--- src/telemetry_sentence_deframer_top_defines.svh ---
// Assertion macros shared by the deframer RTL.
`ifndef TELEMETRY_SENTENCE_DEFRAMER_TOP_DEFINES_SVH
`define TELEMETRY_SENTENCE_DEFRAMER_TOP_DEFINES_SVH

// Checked only while the block is out of reset.
`define TSD_ASSERT(lbl, prop, msg) \
  lbl: assert property (@(posedge clk_i) disable iff (!rst_ni) prop) else $error(msg);

// Checked at every edge, during reset as well.
`define TSD_ASSERT_ALWAYS(lbl, prop, msg) \
  lbl: assert property (@(posedge clk_i) prop) else $error(msg);

`endif

--- src/tsd_pkg.sv ---
`default_nettype none

package tsd_pkg;

  // Register reset values.
  localparam logic [11:0] MaxLengthRst    = 12'd1000;
  localparam logic [7:0]  GarbageLimitRst = 8'd32;
  localparam logic [15:0] SilenceLimitRst = 16'd50;

  // CRC16-CCITT.
  localparam logic [15:0] CrcPoly = 16'h1021;
  localparam logic [15:0] CrcInit = 16'hFFFF;

  // Characters the parser looks for.
  localparam logic [7:0] ChDollar = 8'h24;
  localparam logic [7:0] ChCr     = 8'h0D;
  localparam logic [7:0] ChLf     = 8'h0A;
  localparam logic [7:0] ChHash   = 8'h23;
  localparam logic [7:0] ChStar   = 8'h2A;
  localparam logic [7:0] ChComma  = 8'h2C;
  localparam logic [7:0] PrintLo  = 8'h20;
  localparam logic [7:0] PrintHi  = 8'h7E;

  typedef enum logic {
    CmdByte = 1'b0,
    CmdSkip = 1'b1
  } cmd_e;

  typedef enum logic [1:0] {
    CfgMaxLength    = 2'd0,
    CfgGarbageLimit = 2'd1,
    CfgSilenceLimit = 2'd2
  } cfg_reg_e;

  typedef enum logic [3:0] {
    StXorOk     = 4'd0,
    StCrcOk     = 4'd1,
    StNoCsum    = 4'd2,
    StBadLen    = 4'd3,
    StMismatch  = 4'd4,
    StEmptyCall = 4'd5,
    StTooLong   = 4'd6,
    StGarbage   = 4'd7,
    StSilence   = 4'd8
  } status_e;

  typedef struct packed {
    cmd_e       cmd;
    logic [7:0] byte_value;
    logic       baudot_hack;
    logic [7:0] skip_count;
  } item_t;

  typedef struct packed {
    status_e     status;
    logic [11:0] sentence_length;
    logic [15:0] computed_checksum;
  } result_t;

  // One byte of CRC16-CCITT, MSB first.
  function automatic logic [15:0] crc_update(input logic [15:0] crc, input logic [7:0] b);
    logic [15:0] c;
    c = crc ^ {b, 8'h00};
    for (int i = 0; i < 8; i++) begin
      c = c[15] ? ((c << 1) ^ CrcPoly) : (c << 1);
    end
    return c;
  endfunction

  // Uppercase ASCII hex digit of a nibble.
  function automatic logic [7:0] hex_digit(input logic [3:0] v);
    return (v < 4'd10) ? (8'h30 + {4'h0, v}) : (8'h37 + {4'h0, v});
  endfunction

  // Lowercase letters folded to upper case.
  function automatic logic [7:0] to_upper(input logic [7:0] c);
    return (c >= 8'h61 && c <= 8'h7A) ? (c - 8'd32) : c;
  endfunction

endpackage

`default_nettype wire

--- src/tsd_in_reg.sv ---
`default_nettype none

// Input register: holds one word until the parser takes it.
module tsd_in_reg (
  input  wire logic          clk_i,
  input  wire logic          rst_ni,
  input  wire logic          s_valid_i,
  output logic               s_ready_o,
  input  wire tsd_pkg::item_t item_i,
  input  wire logic          take_i,
  output logic               valid_o,
  output tsd_pkg::item_t     item_o
);

  logic           valid_q;
  tsd_pkg::item_t item_q;

  // Free when empty or when the held word leaves this cycle.
  assign s_ready_o = !valid_q || take_i;
  assign valid_o   = valid_q;
  assign item_o    = item_q;

  always_ff @(posedge clk_i or negedge rst_ni) begin
    if (!rst_ni) begin
      valid_q <= 1'b0;
    end else if (s_valid_i && s_ready_o) begin
      valid_q <= 1'b1;
    end else if (take_i) begin
      valid_q <= 1'b0;
    end
  end

  always_ff @(posedge clk_i) begin
    if (s_valid_i && s_ready_o) begin
      item_q <= item_i;
    end
  end

endmodule

`default_nettype wire

--- src/tsd_core.sv ---
`default_nettype none

// Sentence parser: state, checksums, limits and the verdict for one word.
module tsd_core (
  input  wire logic           clk_i,
  input  wire logic           rst_ni,
  input  wire logic           cfg_valid_i,
  input  wire logic [1:0]     cfg_addr_i,
  input  wire logic [15:0]    cfg_data_i,
  input  wire logic           take_i,
  input  wire tsd_pkg::item_t item_i,
  output logic                res_valid_o,
  output tsd_pkg::result_t    res_o
);

  // Limit registers.
  logic [11:0] max_len_q;
  logic [7:0]  gar_lim_q;
  logic [15:0] sil_lim_q;

  // Sentence state.
  logic [7:0]  prev_q, prev_d;
  logic        in_sent_q, in_sent_d;
  logic [11:0] len_q, len_d;
  logic [7:0]  gar_q, gar_d;
  logic [15:0] sil_q, sil_d;
  logic [7:0]  xor_q, xor_d;
  logic [15:0] crc_q, crc_d;
  logic [7:0]  xor_star_q, xor_star_d;
  logic [15:0] crc_star_q, crc_star_d;
  logic        star_q, star_d;
  logic [2:0]  cas_q, cas_d;
  logic [7:0]  dig_q [4];
  logic [7:0]  dig_d [4];
  logic [7:0]  fdb_q, fdb_d;
  logic        call_empty_q, call_empty_d;

  logic        clear, start;
  logic [7:0]  b_raw, b;
  logic [16:0] sil_sum;
  logic [12:0] len_inc;
  logic [11:0] len_sat;
  logic [8:0]  gar_inc;
  logic        is_garbage;
  logic        xor_match, crc_match;

  // Configuration writes.
  always_ff @(posedge clk_i or negedge rst_ni) begin
    if (!rst_ni) begin
      max_len_q <= tsd_pkg::MaxLengthRst;
      gar_lim_q <= tsd_pkg::GarbageLimitRst;
      sil_lim_q <= tsd_pkg::SilenceLimitRst;
    end else if (cfg_valid_i) begin
      unique case (tsd_pkg::cfg_reg_e'(cfg_addr_i))
        tsd_pkg::CfgMaxLength:    max_len_q <= cfg_data_i[11:0];
        tsd_pkg::CfgGarbageLimit: gar_lim_q <= cfg_data_i[7:0];
        tsd_pkg::CfgSilenceLimit: sil_lim_q <= cfg_data_i;
        default: ;
      endcase
    end
  end

  // Common terms of the byte path.
  assign b_raw      = (item_i.byte_value == tsd_pkg::ChCr) ? tsd_pkg::ChLf : item_i.byte_value;
  assign b          = (item_i.baudot_hack && b_raw == tsd_pkg::ChHash) ? tsd_pkg::ChStar : b_raw;
  assign sil_sum    = {1'b0, sil_q} + {9'd0, item_i.skip_count};
  assign len_inc    = {1'b0, len_q} + 13'd1;
  assign len_sat    = len_inc[12] ? 12'hFFF : len_inc[11:0];
  assign gar_inc    = {1'b0, gar_q} + 9'd1;
  assign is_garbage = (b < tsd_pkg::PrintLo) || (b > tsd_pkg::PrintHi);

  // Received digits against the snapshots, case-insensitive.
  assign xor_match = (tsd_pkg::to_upper(dig_q[0]) == tsd_pkg::hex_digit(xor_star_q[7:4])) &&
                     (tsd_pkg::to_upper(dig_q[1]) == tsd_pkg::hex_digit(xor_star_q[3:0]));
  assign crc_match = (tsd_pkg::to_upper(dig_q[0]) == tsd_pkg::hex_digit(crc_star_q[15:12])) &&
                     (tsd_pkg::to_upper(dig_q[1]) == tsd_pkg::hex_digit(crc_star_q[11:8])) &&
                     (tsd_pkg::to_upper(dig_q[2]) == tsd_pkg::hex_digit(crc_star_q[7:4])) &&
                     (tsd_pkg::to_upper(dig_q[3]) == tsd_pkg::hex_digit(crc_star_q[3:0]));

  // Next state and verdict.
  always_comb begin
    prev_d       = prev_q;
    in_sent_d    = in_sent_q;
    len_d        = len_q;
    gar_d        = gar_q;
    sil_d        = sil_q;
    xor_d        = xor_q;
    crc_d        = crc_q;
    xor_star_d   = xor_star_q;
    crc_star_d   = crc_star_q;
    star_d       = star_q;
    cas_d        = cas_q;
    dig_d        = dig_q;
    fdb_d        = fdb_q;
    call_empty_d = call_empty_q;
    clear        = 1'b0;
    start        = 1'b0;
    res_valid_o  = 1'b0;
    res_o        = '0;

    if (take_i) begin
      if (item_i.cmd == tsd_pkg::CmdSkip) begin
        // Silence only counts inside a sentence.
        if (in_sent_q) begin
          sil_d = sil_sum[16] ? 16'hFFFF : sil_sum[15:0];
          if (sil_sum > {1'b0, sil_lim_q}) begin
            res_valid_o     = 1'b1;
            res_o.status    = tsd_pkg::StSilence;
            res_o.sentence_length = len_q;
            clear           = 1'b1;
          end
        end
      end else if (prev_q == tsd_pkg::ChDollar && b_raw == tsd_pkg::ChDollar) begin
        // Start pair: drop whatever was open and begin afresh.
        clear  = 1'b1;
        start  = 1'b1;
        prev_d = b_raw;
      end else if (!in_sent_q) begin
        prev_d = b_raw;
      end else if (b_raw == tsd_pkg::ChLf) begin
        // End of sentence: judge checksum and callsign.
        res_valid_o = 1'b1;
        res_o.sentence_length = len_sat;
        if (!star_q) begin
          res_o.status = tsd_pkg::StNoCsum;
        end else if (cas_q != 3'd2 && cas_q != 3'd4) begin
          res_o.status = tsd_pkg::StBadLen;
        end else if (cas_q == 3'd2) begin
          res_o.computed_checksum = {8'h00, xor_star_q};
          res_o.status = !xor_match ? tsd_pkg::StMismatch :
                         call_empty_q ? tsd_pkg::StEmptyCall : tsd_pkg::StXorOk;
        end else begin
          res_o.computed_checksum = crc_star_q;
          res_o.status = !crc_match ? tsd_pkg::StMismatch :
                         call_empty_q ? tsd_pkg::StEmptyCall : tsd_pkg::StCrcOk;
        end
        clear  = 1'b1;
        prev_d = b_raw;
      end else begin
        // Data byte.
        if (len_q == 12'd2) begin
          fdb_d = b;
        end
        if (b == tsd_pkg::ChStar) begin
          xor_star_d   = xor_q;
          crc_star_d   = crc_q;
          call_empty_d = (len_q == 12'd2) || (fdb_q == tsd_pkg::ChComma);
          star_d       = 1'b1;
          cas_d        = 3'd0;
          for (int i = 0; i < 4; i++) begin
            dig_d[i] = 8'h00;
          end
        end else if (star_q) begin
          if (cas_q < 3'd4) begin
            dig_d[cas_q[1:0]] = b;
          end
          if (cas_q < 3'd7) begin
            cas_d = cas_q + 3'd1;
          end
        end
        xor_d  = xor_q ^ b;
        crc_d  = tsd_pkg::crc_update(crc_q, b);
        len_d  = len_sat;
        if (is_garbage) begin
          gar_d = gar_inc[8] ? 8'hFF : gar_inc[7:0];
        end
        prev_d = b;
        if (len_inc > {1'b0, max_len_q}) begin
          res_valid_o = 1'b1;
          res_o.status = tsd_pkg::StTooLong;
          res_o.sentence_length = len_sat;
          clear = 1'b1;
        end else if (gar_d > gar_lim_q) begin
          res_valid_o = 1'b1;
          res_o.status = tsd_pkg::StGarbage;
          res_o.sentence_length = len_sat;
          clear = 1'b1;
        end
      end
    end

    // Sentence reset, then the start of a new one.
    if (clear) begin
      in_sent_d    = 1'b0;
      len_d        = 12'd0;
      gar_d        = 8'd0;
      sil_d        = 16'd0;
      xor_d        = 8'd0;
      crc_d        = tsd_pkg::CrcInit;
      xor_star_d   = 8'd0;
      crc_star_d   = tsd_pkg::CrcInit;
      star_d       = 1'b0;
      cas_d        = 3'd0;
      for (int i = 0; i < 4; i++) begin
        dig_d[i] = 8'h00;
      end
      fdb_d        = 8'd0;
      call_empty_d = 1'b0;
    end
    if (start) begin
      in_sent_d = 1'b1;
      len_d     = 12'd2;
    end
  end

  // State registers.
  always_ff @(posedge clk_i or negedge rst_ni) begin
    if (!rst_ni) begin
      prev_q       <= 8'd0;
      in_sent_q    <= 1'b0;
      len_q        <= 12'd0;
      gar_q        <= 8'd0;
      sil_q        <= 16'd0;
      xor_q        <= 8'd0;
      crc_q        <= tsd_pkg::CrcInit;
      xor_star_q   <= 8'd0;
      crc_star_q   <= tsd_pkg::CrcInit;
      star_q       <= 1'b0;
      cas_q        <= 3'd0;
      for (int i = 0; i < 4; i++) begin
        dig_q[i] <= 8'h00;
      end
      fdb_q        <= 8'd0;
      call_empty_q <= 1'b0;
    end else begin
      prev_q       <= prev_d;
      in_sent_q    <= in_sent_d;
      len_q        <= len_d;
      gar_q        <= gar_d;
      sil_q        <= sil_d;
      xor_q        <= xor_d;
      crc_q        <= crc_d;
      xor_star_q   <= xor_star_d;
      crc_star_q   <= crc_star_d;
      star_q       <= star_d;
      cas_q        <= cas_d;
      dig_q        <= dig_d;
      fdb_q        <= fdb_d;
      call_empty_q <= call_empty_d;
    end
  end

endmodule

`default_nettype wire

--- src/tsd_out_reg.sv ---
`default_nettype none

// Result register toward the master side.
module tsd_out_reg (
  input  wire logic             clk_i,
  input  wire logic             rst_ni,
  input  wire logic             take_i,
  input  wire logic             res_valid_i,
  input  wire tsd_pkg::result_t res_i,
  input  wire logic             m_ready_i,
  output logic                  m_valid_o,
  output tsd_pkg::result_t      res_o,
  output logic                  can_take_o
);

  logic             valid_q;
  tsd_pkg::result_t res_q;

  // A new result may land when the slot is empty or drains this cycle.
  assign can_take_o = !valid_q || m_ready_i;
  assign m_valid_o  = valid_q;
  assign res_o      = res_q;

  always_ff @(posedge clk_i or negedge rst_ni) begin
    if (!rst_ni) begin
      valid_q <= 1'b0;
    end else if (take_i && res_valid_i) begin
      valid_q <= 1'b1;
    end else if (m_ready_i) begin
      valid_q <= 1'b0;
    end
  end

  always_ff @(posedge clk_i) begin
    if (take_i && res_valid_i) begin
      res_q <= res_i;
    end
  end

endmodule

`default_nettype wire

--- src/telemetry_sentence_deframer_top.sv ---
// Channel   Dir  Payload                                   Handshake
// s_axis    in   tuser: cmd; tdata: byte, hack, skip       tvalid/tready
// m_axis    out  tdata: status, length, checksum           tvalid/tready
// cfg       in   addr: register index; data: value         cfg_valid/cfg_ready
//
// One word per cycle while the result slot can take it: the input register feeds the parser, whose
// combinational update (CRC byte step included) writes the state and the result register.
// A result passes through the input register and then the result register before it is offered.
// Reset clears sentence state, the limits to their defaults and both valids.
// A stalled result holds the parser; the input register still takes one word.
// Configuration writes are always ready and take effect on the next cycle.
`default_nettype none

`include "telemetry_sentence_deframer_top_defines.svh"

module telemetry_sentence_deframer_top (
  input  wire logic        clk_i,
  input  wire logic        rst_ni,
  // Slave side
  input  wire logic        s_axis_tvalid_i,
  output logic             s_axis_tready_o,
  input  wire logic [23:0] s_axis_tdata_i,  // byte_value[7:0], baudot_hack[8], skip_count[16:9]
  input  wire logic        s_axis_tuser_i,  // cmd[0]
  // Master side
  output logic             m_axis_tvalid_o,
  input  wire logic        m_axis_tready_i,
  output logic [31:0]      m_axis_tdata_o,  // status[3:0], sentence_length[15:4],
                                            // computed_checksum[31:16]
  // Configuration
  input  wire logic        cfg_valid_i,
  output logic             cfg_ready_o,
  input  wire logic [1:0]  cfg_addr_i,
  input  wire logic [15:0] cfg_data_i
);

  tsd_pkg::item_t   in_item, held_item;
  tsd_pkg::result_t core_res, out_res;
  logic             in_valid, out_can, take, res_valid;
  logic             out_stall, csum_unchecked;

  assign in_item.cmd         = tsd_pkg::cmd_e'(s_axis_tuser_i);
  assign in_item.byte_value  = s_axis_tdata_i[7:0];
  assign in_item.baudot_hack = s_axis_tdata_i[8];
  assign in_item.skip_count  = s_axis_tdata_i[16:9];

  assign cfg_ready_o = 1'b1;

  // The parser moves a word whenever the result slot can take its outcome.
  assign take = in_valid && out_can;

  tsd_in_reg u_in_reg (
    .clk_i     (clk_i),
    .rst_ni    (rst_ni),
    .s_valid_i (s_axis_tvalid_i),
    .s_ready_o (s_axis_tready_o),
    .item_i    (in_item),
    .take_i    (take),
    .valid_o   (in_valid),
    .item_o    (held_item)
  );

  tsd_core u_core (
    .clk_i       (clk_i),
    .rst_ni      (rst_ni),
    .cfg_valid_i (cfg_valid_i && cfg_ready_o),
    .cfg_addr_i  (cfg_addr_i),
    .cfg_data_i  (cfg_data_i),
    .take_i      (take),
    .item_i      (held_item),
    .res_valid_o (res_valid),
    .res_o       (core_res)
  );

  tsd_out_reg u_out_reg (
    .clk_i       (clk_i),
    .rst_ni      (rst_ni),
    .take_i      (take),
    .res_valid_i (res_valid),
    .res_i       (core_res),
    .m_ready_i   (m_axis_tready_i),
    .m_valid_o   (m_axis_tvalid_o),
    .res_o       (out_res),
    .can_take_o  (out_can)
  );

  assign m_axis_tdata_o = {out_res.computed_checksum, out_res.sentence_length,
                           out_res.status};

  // Terms used by the checks below.
  assign out_stall      = m_axis_tvalid_o && !m_axis_tready_i;
  assign csum_unchecked = (out_res.status == tsd_pkg::StNoCsum) ||
                          (out_res.status == tsd_pkg::StBadLen) ||
                          (out_res.status >= tsd_pkg::StTooLong);

  // A full input register behind a stalled result accepts nothing more.
  `TSD_ASSERT(a_full_stall, (in_valid && out_stall) |-> !s_axis_tready_o, "input taken while blocked")

  // Verdicts without a checked checksum report zero.
  `TSD_ASSERT(a_zero_csum, (m_axis_tvalid_o && csum_unchecked) |-> (out_res.computed_checksum == 16'h0000), "nonzero checksum")

  // Status codes stay within the defined set.
  `TSD_ASSERT(a_status_range, m_axis_tvalid_o |-> (out_res.status <= tsd_pkg::StSilence), "undefined status code")

  // No result is offered while reset is asserted.
  `TSD_ASSERT_ALWAYS(a_reset_quiet, !rst_ni |-> !m_axis_tvalid_o, "result valid during reset")

endmodule

`default_nettype wire

--- config.mk ---
export PLATFORM = sky130hd
export DESIGN_NAME = telemetry_sentence_deframer_top
export DESIGN_NICKNAME = d
export VERILOG_FILES = /design/src/tsd_pkg.sv /design/src/tsd_in_reg.sv /design/src/tsd_core.sv /design/src/tsd_out_reg.sv /design/src/telemetry_sentence_deframer_top.sv
export VERILOG_INCLUDE_DIRS = /design/src /design/src/src
export SDC_FILE = /design/constraint.sdc
export NUM_CORES = 1
export LEC_CHECK = 0
export ABC_AREA = 1
export BUFFER_PORTS_ARGS = -buffer_cell sky130_fd_sc_hd__buf_2
export CAP_MARGIN = 10
export CORE_UTILIZATION = 40
export CTS_BUF_LIST = sky130_fd_sc_hd__clkbuf_16
export CTS_CLUSTER_SIZE = 8
export DETAILED_ROUTE_END_ITERATION = 10
export PLACE_DENSITY = 0.6
export SYNTH_ARGS = -nofsm -noshare
export SYNTH_HDL_FRONTEND = slang
export SYNTH_SLANG_ARGS = --single-unit
--- constraint.sdc ---
create_clock -name clk_i -period 6.7 [get_ports clk_i]
set_input_delay 1.675 -clock clk_i [delete_from_list [all_inputs] [get_ports clk_i]]
set_output_delay 1.675 -clock clk_i [all_outputs]
set_load 0.05 [all_outputs]
# Yosys cells after proc, flatten, opt, wreduce, memory -nomap -nowiden
# Index checks and enable logic that the tools add are counted.
[classes] add_sub_neg=20 n_lt_le_gt_ge=23 n_eq_ne=25 n_mux=157 bitwise_logic=16 n_reduce_logical=48
[ops] operator="16-bit 2-to-1 mux" count=27
[ops] operator="8-bit 2-to-1 mux" count=49
[ops] operator="32-bit 2-to-1 mux" count=11
[ops] operator="13-bit 2-to-1 mux" count=8
[ops] operator="12-bit 2-to-1 mux" count=8
[ops] operator="6-bit by 4-bit adder with 7-bit output, first input constant" count=12
[ops] operator="8-bit == test" count=6
[ops] operator="8-bit by 6-bit == test with 1-bit output, second input constant" count=5
[ops] operator="1-bit 2-to-1 mux" count=35
[ops] operator="3-bit 2-to-1 mux" count=11
[ops] operator="32-bit bitwise mux" count=1
[ops] operator="8-bit by 7-bit greater-or-equal comparator with 1-bit output, second input constant" count=4
[ops] operator="8-bit by 7-bit less-or-equal comparator with 1-bit output, second input constant" count=4
[ops] operator="8-bit by 6-bit subtractor with 8-bit output, second input constant" count=4
[ops] operator="4-bit less-than comparator, second input constant" count=6
[ops] operator="3-bit inverter" count=8
[ops] operator="4-bit 2-to-1 mux" count=5
[ops] operator="16-bit by 8-bit adder with 17-bit output" count=1
[ops] operator="17-bit by 16-bit > comparator with 1-bit output" count=1
[ops] operator="8-bit demux with 2-bit select" count=1
[ops] operator="8-bit by 4-bit == test with 1-bit output, second input constant" count=2
[ops] operator="2-bit nonzero test" count=8
[ops] operator="16-bit bitwise XOR" count=1
[ops] operator="1-bit logical AND" count=15
[ops] operator="other kinds (33)" count=56
[word_totals] reg_bits=226 in_bits=48 output_inout_bits=35 word_cells=319

# Longest topological paths before layout
[depth] word_depth=28 depth_mapped=28 mapped_depth_nobuf=27

# Cells and area by module
# From an unflattened synthesis, not the netlist that was laid out.
[hier_totals] cells_unflattened=1657 area_unflattened_um2=13282.7
[modules_own_cells] mod="tsd_core" instances=1 cells_each=1591 area_per_inst_um2=11668.7 seq_area_each_um2=4406.7
[modules_own_cells] mod="tsd_out_reg" instances=1 cells_each=38 area_per_inst_um2=1009.7 seq_area_each_um2=985.9
[modules_own_cells] mod="tsd_in_reg" instances=1 cells_each=24 area_per_inst_um2=585.6 seq_area_each_um2=565.5
[modules_own_cells] mod="telemetry_sentence_deframer_top" instances=1 cells_each=4 area_per_inst_um2=18.8 seq_area_each_um2=0.0

# Worst setup path before layout
# No wires, ideal clock.
[synth_timing] path_kind="reg-to-reg" from="register u_in_reg.item_q (netlist bit u_in_reg.item_o[0])" to="register u_out_reg.res_q (netlist bit u_out_reg.res_o[0]) (enable)" setup_ns=0.421 arrival_time_ns=4.604 required_ns=6.279 path_slack_ns=1.674 path_stages_with_launch=27 n_path_buf=2 synth_period_minus_slack_ns=5.026 path_cell_list="edfxtp_1 > ha_1 > fa_1 > nand2_1 > nand2_1 > o21ai_1 > inv_1 > nand2_1 > o211ai_2 > xor2_1 > ha_1 > nand2_1 > nor2_1 > nand3b_1 > nand3_1 > nand2_1 > nand2_1 > nand2_1 > nand2_1 > nand2_1 > nand2_1 > nand2_1 > nand2_1 > buf_4 > buf_2 > inv_1 > nor2_1"
[synth_via] elab_chain_len=7
[synth_lines] item="start: declaration" line="tsd_in_reg.sv:16" source="tsd_pkg::item_t item_q;"
[synth_lines] item="start signal: assignment" line="tsd_in_reg.sv:35" source="item_q <= item_i;"
[synth_lines] item="16-bit by 8-bit adder with 17-bit output" line="tsd_core.sv:66" source="assign sil_sum = {1'b0, sil_q} + {9'd0, item_i.skip_count};"
[synth_lines] item="17-bit by 16-bit > comparator with 1-bit output" line="tsd_core.sv:106" source="if (sil_sum > {1'b0, sil_lim_q}) begin"
[synth_lines] item="1-bit 2-to-1 mux" line="tsd_core.sv:106"
[synth_lines] item="1-bit 2-to-1 mux" line="tsd_core.sv:104" source="if (in_sent_q) begin"
[synth_lines] item="1-bit 2-to-1 mux" line="tsd_core.sv:102" source="if (item_i.cmd == tsd_pkg::CmdSkip) begin"
[synth_lines] item="1-bit 2-to-1 mux" line="tsd_core.sv:101" source="if (take_i) begin"
[synth_lines] item="1-bit logical AND" line="tsd_out_reg.sv:35" source="if (take_i && res_valid_i) begin"
[synth_lines] item="end signal: assignment" line="tsd_out_reg.sv:36" source="res_q <= res_i;"
[synth_lines] item="end: declaration" line="tsd_out_reg.sv:17" source="tsd_pkg::result_t res_q;"
# No other way between the ends.
# A chain may end at the register's enable or synchronous reset.

# Worst setup path in the final report
[layout_timing] from="register u_in_reg.item_q (netlist bit u_in_reg.item_o[14])" to="register u_core.xor_star_q[3]"
[layout_via] elab_chain_len=23 elab_cells_between_ends=34 classes_between="order compare: 3; eq/ne: 8; mux: 16; reduce/logical: 7"
[layout_lines] item="8-bit by 4-bit == test with 1-bit output" line="tsd_core.sv:64" source="assign b_raw = (item_i.byte_value == tsd_pkg::ChCr) ? tsd_pkg::ChLf : item_i.byte_value;"
[layout_lines] item="8-bit 2-to-1 mux *" line="tsd_core.sv:64"
[layout_lines] item="8-bit by 6-bit == test with 1-bit output" line="tsd_core.sv:65" source="assign b = (item_i.baudot_hack && b_raw == tsd_pkg::ChHash) ? tsd_pkg::ChStar : b_raw;"
[layout_lines] item="1-bit logical AND" line="tsd_core.sv:65"
[layout_lines] item="8-bit 2-to-1 mux" line="tsd_core.sv:65"
[layout_lines] item="8-bit by 6-bit less-than comparator with 1-bit output / 8-bit by 7-bit > comparator with 1-bit output (equally long branches)" line="tsd_core.sv:70" source="assign is_garbage = (b < tsd_pkg::PrintLo) || (b > tsd_pkg::PrintHi);"
[layout_lines] item="1-bit logical OR" line="tsd_core.sv:70"
[layout_lines] item="8-bit 2-to-1 mux" line="tsd_core.sv:164" source="if (is_garbage) begin"
[layout_lines] item="[... 7 more ...]"
[layout_lines] item="1-bit 2-to-1 mux" line="tsd_core.sv:168" source="if (len_inc > {1'b0, max_len_q}) begin"
[layout_lines] item="1-bit 2-to-1 mux" line="tsd_core.sv:120" source="end else if (b_raw == tsd_pkg::ChLf) begin"
[layout_lines] item="1-bit 2-to-1 mux" line="tsd_core.sv:118" source="end else if (!in_sent_q) begin"
[layout_lines] item="1-bit 2-to-1 mux" line="tsd_core.sv:113" source="end else if (prev_q == tsd_pkg::ChDollar && b_raw == tsd_pkg::ChDollar) begin"
[layout_lines] item="1-bit 2-to-1 mux" line="tsd_core.sv:102"
[layout_lines] item="1-bit 2-to-1 mux" line="tsd_core.sv:101"
[layout_lines] item="2-bit by 1-bit inequality test with 1-bit output (no source line) / 2-bit nonzero test (equally long branches)"
[layout_lines] item="6-bit AND reduction (no source line)"
[layout_lines] item="end signal: assignment" line="tsd_core.sv:233" source="xor_star_q <= xor_star_d;"
[layout_lines] item="end: declaration" line="tsd_core.sv:29" source="logic [7:0] xor_star_q, xor_star_d;"
# Mark *: on every way between the ends. The rest lies on a longest branch, timed or not. The select of a mux whose other input is x is not followed.

==> impl_metrics.tcl <==
set metrics [dict create \
    cp-start-kind "flip-flop" \
    cp_cell_sequence "nor2_1 > nand3_4 > nand2_4 > inv_2 > nand4_1 > o211ai_1 > o21ai_0 > o21ai_0 > ha_1 > inv_1 > nor2_1 > o21ai_0 > nand2_1 > nand2_1 > o211ai_1 > nand2_1 > nand3_2 > nand2_2 > nand2_4 > nand2_8 > nand2_2 > inv_2 > nand3_1 > o21ai_0" \
    whs_ns 0.477 \
    drt_first_pass_iters 5 \
    root_buffer "clkbuf_16" \
    insertion_delay_ns 0.50 \
    yosysWarnings 0 \
    final_cell_mix "nand2_1 (330), inv_1 (217), nor2_1 (151)" \
    rsz0062_at_grt "false" \
    drive_gt1_frac 0.125 \
    grt_pass1_vias 10389 \
    syn_area_sq_mm 0.0131 \
    wirelength_um 33600 \
    cp.arrival_ns 5.85 \
    hold_violations 0 \
    yosysSeqAreaShare 0.453 \
    finalSetupTns_ns 0 \
    max-slew-margin-rel 0.218 \
    maxSlewViolCount 0 \
    hpwl_um 24100 \
    dieArea_sq_mm 0.0336 \
    synthesis.nets 1691 \
    cp_max_fo 29 \
    cts_setup_buffers 0 \
    cts_buffers 34 \
    clk_pin_slew_ns 0.05 \
    floorplan.initialDensity 0.405 \
    antenna_left 0 \
    antennaDiodeCount 0 \
    grt_pass1_wl_um 55000 \
    worst_slew_pin_slew_ns 1.16 \
    fp.dieH_um 183 \
    fin_crit_sh 0.811 \
    clkPwrFrac 0.251 \
    ir_drop_mv 0.218 \
    top_level_ports 83 \
    critPathSlowestCell "o211ai_1" \
    nNetsFinal 1755 \
    drt_iter0_drc 929 \
    status "finished clean" \
    die_x_um 183 \
    cts_hold_buf 0 \
    r2r_setup_slack_ns 1.26 \
    powerDensity_mw_per_mm2 415 \
    ctsResizeCount 0 \
    vias_per_cell 5.08 \
    htreeDepth 2 \
    cpPeakStageDelay_ns 0.81 \
    async_reset_ff_frac 0.779 \
    dr_total_vias 10704 \
    end_kind "flip-flop" \
    syn_avg_cell_area_sq_um 8.32 \
    switching_share 0.402 \
    p_leak_uw 0.00716 \
    cts_sinks 226 \
    comb_power_share 0.379 \
    fin_crit_ns 5.44 \
    synth_cells 1581 \
    globalRouteOverflowTotal 0 \
    power.internal_uw 3680 \
    criticalPathCategory "reg -> reg" \
    port_buffers 74 \
    cts_tree "done" \
    place_congestion 0.875 \
    synth_top_flop_cell "dfrtp_1" \
    antenna_found_initial 0 \
    grt_max_degree 134 \
    min_path_type "reg -> reg" \
    crit_top_cell "o21ai_0" \
    fmax_mhz 184 \
    finClkSkew_ns 0.0224 \
    synth-edff-count 50 \
    cts_buffer_depth 3 \
    area_growth_pct 12.7 \
    synth.distinct_cells 50 \
    drc 0 \
    wl_per_cell_um 15.9 \
    power.switching_uw 2470 \
    ys_seq_elements 226 \
    critical_path_required_ns 7.11 \
    coreArea_sq_mm 0.0325 \
    rows 66 \
    setup_viol 0 \
    track_usage 0.207 \
    final_common_cell "nand2_1" \
    maxCapViolCount 0 \
    seqPwrFrac 0.370 \
]
==> per-stage QoR <==
stage	instances	setup WS (ns)	utilization	total power, uW	instance area, sq um
3_5_place_dp	2051	1.24	0.427	4610	13800
5_1_grt	2109	0.696	0.456	6650	14800
4_1_cts	2109	1.24	0.456	6190	14800
6_report	2109	1.26	0.456	6150	14800
3_3_place_gp	2051	1.35	0.427	4540	13800
2_1_floorplan	1581	1.67	-	3990	13100
==> final timing paths <==
path,from,endpoint,cells after the start
worst min-delay path,u_core.fdb_q[0]$_DFFE_PN0P_,u_core.fdb_q[0]$_DFFE_PN0P_,2
worst min register to register,u_core.fdb_q[0]$_DFFE_PN0P_,u_core.fdb_q[0]$_DFFE_PN0P_,2
worst max-delay path,u_in_reg.item_o[14]$_DFFE_PP_,u_core.xor_star_q[3]$_DFFE_PN0P_,24
worst max register to register,u_in_reg.item_o[14]$_DFFE_PP_,u_core.xor_star_q[3]$_DFFE_PN0P_,24
min in group asynchronous,rst_ni,u_core.dig_q[14]$_DFFE_PN0P_,1
max in group asynchronous,rst_ni,u_core.sil_q[4]$_DFFE_PN0P_,2
==> flip-flops by register name, indices dropped and copies added (netlist names), 8 cells and up <==
register           count
u_core.sil_q          16
u_core.fdb_q           8
u_core.xor_star_q      8
u_in_reg.item_o       18
u_core.crc_q          16
u_core.crc_star_q     16
u_core.len_q          12
u_core.prev_q          8
u_core.xor_q           8
u_out_reg.res_o       32
u_core.gar_lim_q       8
u_core.sil_lim_q      16
u_core.gar_q           8
u_core.max_len_q      12
u_core.dig_q          32
==> cell families after synthesis <==
family	after synthesis	share of synthesized area
adders and majority gates	62	0.0596
buffers and inverters	258	0.0807
DFF	226	0.453
xor gates and xnor gates	72	0.0480
other	1	0.000285
AOI/OAI and AO/OA	275	0.118
and+or+nand+nor	687	0.240
==> final cells by class <==
| class | instances | area, sq um |
|---|---|---|
| Inverter | 208 | 781 |
| Fill cell | 3177 | 17600 |
| Multi-Input combinational cell | 1097 | 6130 |
| Tap cell | 442 | 553 |
| Sequential cell | 226 | 5960 |
| Clock inverter | 23 | 91.3 |
| Clock buffer | 35 | 876 |
| Timing Repair Buffer | 78 | 419 |
==> critical path, delay by kind of cell (launching register included) <==
family / cells / cell delay (ns)
compound gates: 6 / 1.61
buf+inv: 3 / 0.58
flops: 1 / 0.76
fa+ha+maj: 1 / 0.34
simple gates: 14 / 2.08
==> per-layer routing <==
metal,up-vias,part of all wire,global-route usage
met1,5031,0.48,0.292
met5,-,0,0
li1,5374,-,-
met3,43,0.042,0.0252
met2,256,0.46,0.331
met4,0,0.024,0.0620
==> power groups by stage <==
stage          Combinational, uW  Sequential, uW  Clock (uW)
4_1_cts                     2340            2270        1580
2_1_floorplan               1840            2150           0
5_1_grt                     2700            2320        1630
6_report                    2330            2280        1540
3_5_place_dp                2330            2280           0
3_3_place_gp                2260            2280           0
==> synthesized netlist by cell type (2+ instances only) <==
master | count | area share
inv_1 | 197 | 0.056
o211ai_1 | 4 | 0.0023
a31oi_1 | 4 | 0.0019
nand2_4 | 7 | 0.0060
buf_4 | 4 | 0.0023
ha_1 | 61 | 0.058
or2_2 | 5 | 0.0024
nand2_1 | 330 | 0.094
nor4_1 | 4 | 0.0019
nand3b_1 | 5 | 0.0029
nor4_2 | 2 | 0.0019
o21ai_0 | 116 | 0.044
xnor2_1 | 8 | 0.0053
nor2_1 | 152 | 0.043
nor3_2 | 3 | 0.0023
nor3_1 | 21 | 0.0080
nand3_4 | 5 | 0.0067
inv_2 | 11 | 0.0031
xor2_1 | 64 | 0.043
o21ai_1 | 28 | 0.011
edfxtp_1 | 50 | 0.11
o22a_1 | 7 | 0.0047
nand4_1 | 48 | 0.023
buf_2 | 20 | 0.0076
o211ai_2 | 2 | 0.0019
buf_6 | 7 | 0.0060
nand2_8 | 2 | 0.0030
a21oi_1 | 56 | 0.021
a22oi_1 | 2 | 0.0011
nand3_2 | 5 | 0.0038
clkbuf_1 | 18 | 0.0051
o22ai_1 | 29 | 0.014
dfrtp_1 | 134 | 0.26
o21bai_1 | 10 | 0.0057
nand2_2 | 6 | 0.0029
a211oi_1 | 8 | 0.0046
nand3_1 | 87 | 0.033
a21o_1 | 6 | 0.0034
dfstp_2 | 42 | 0.084
Power figures use the tool's default switching activity.
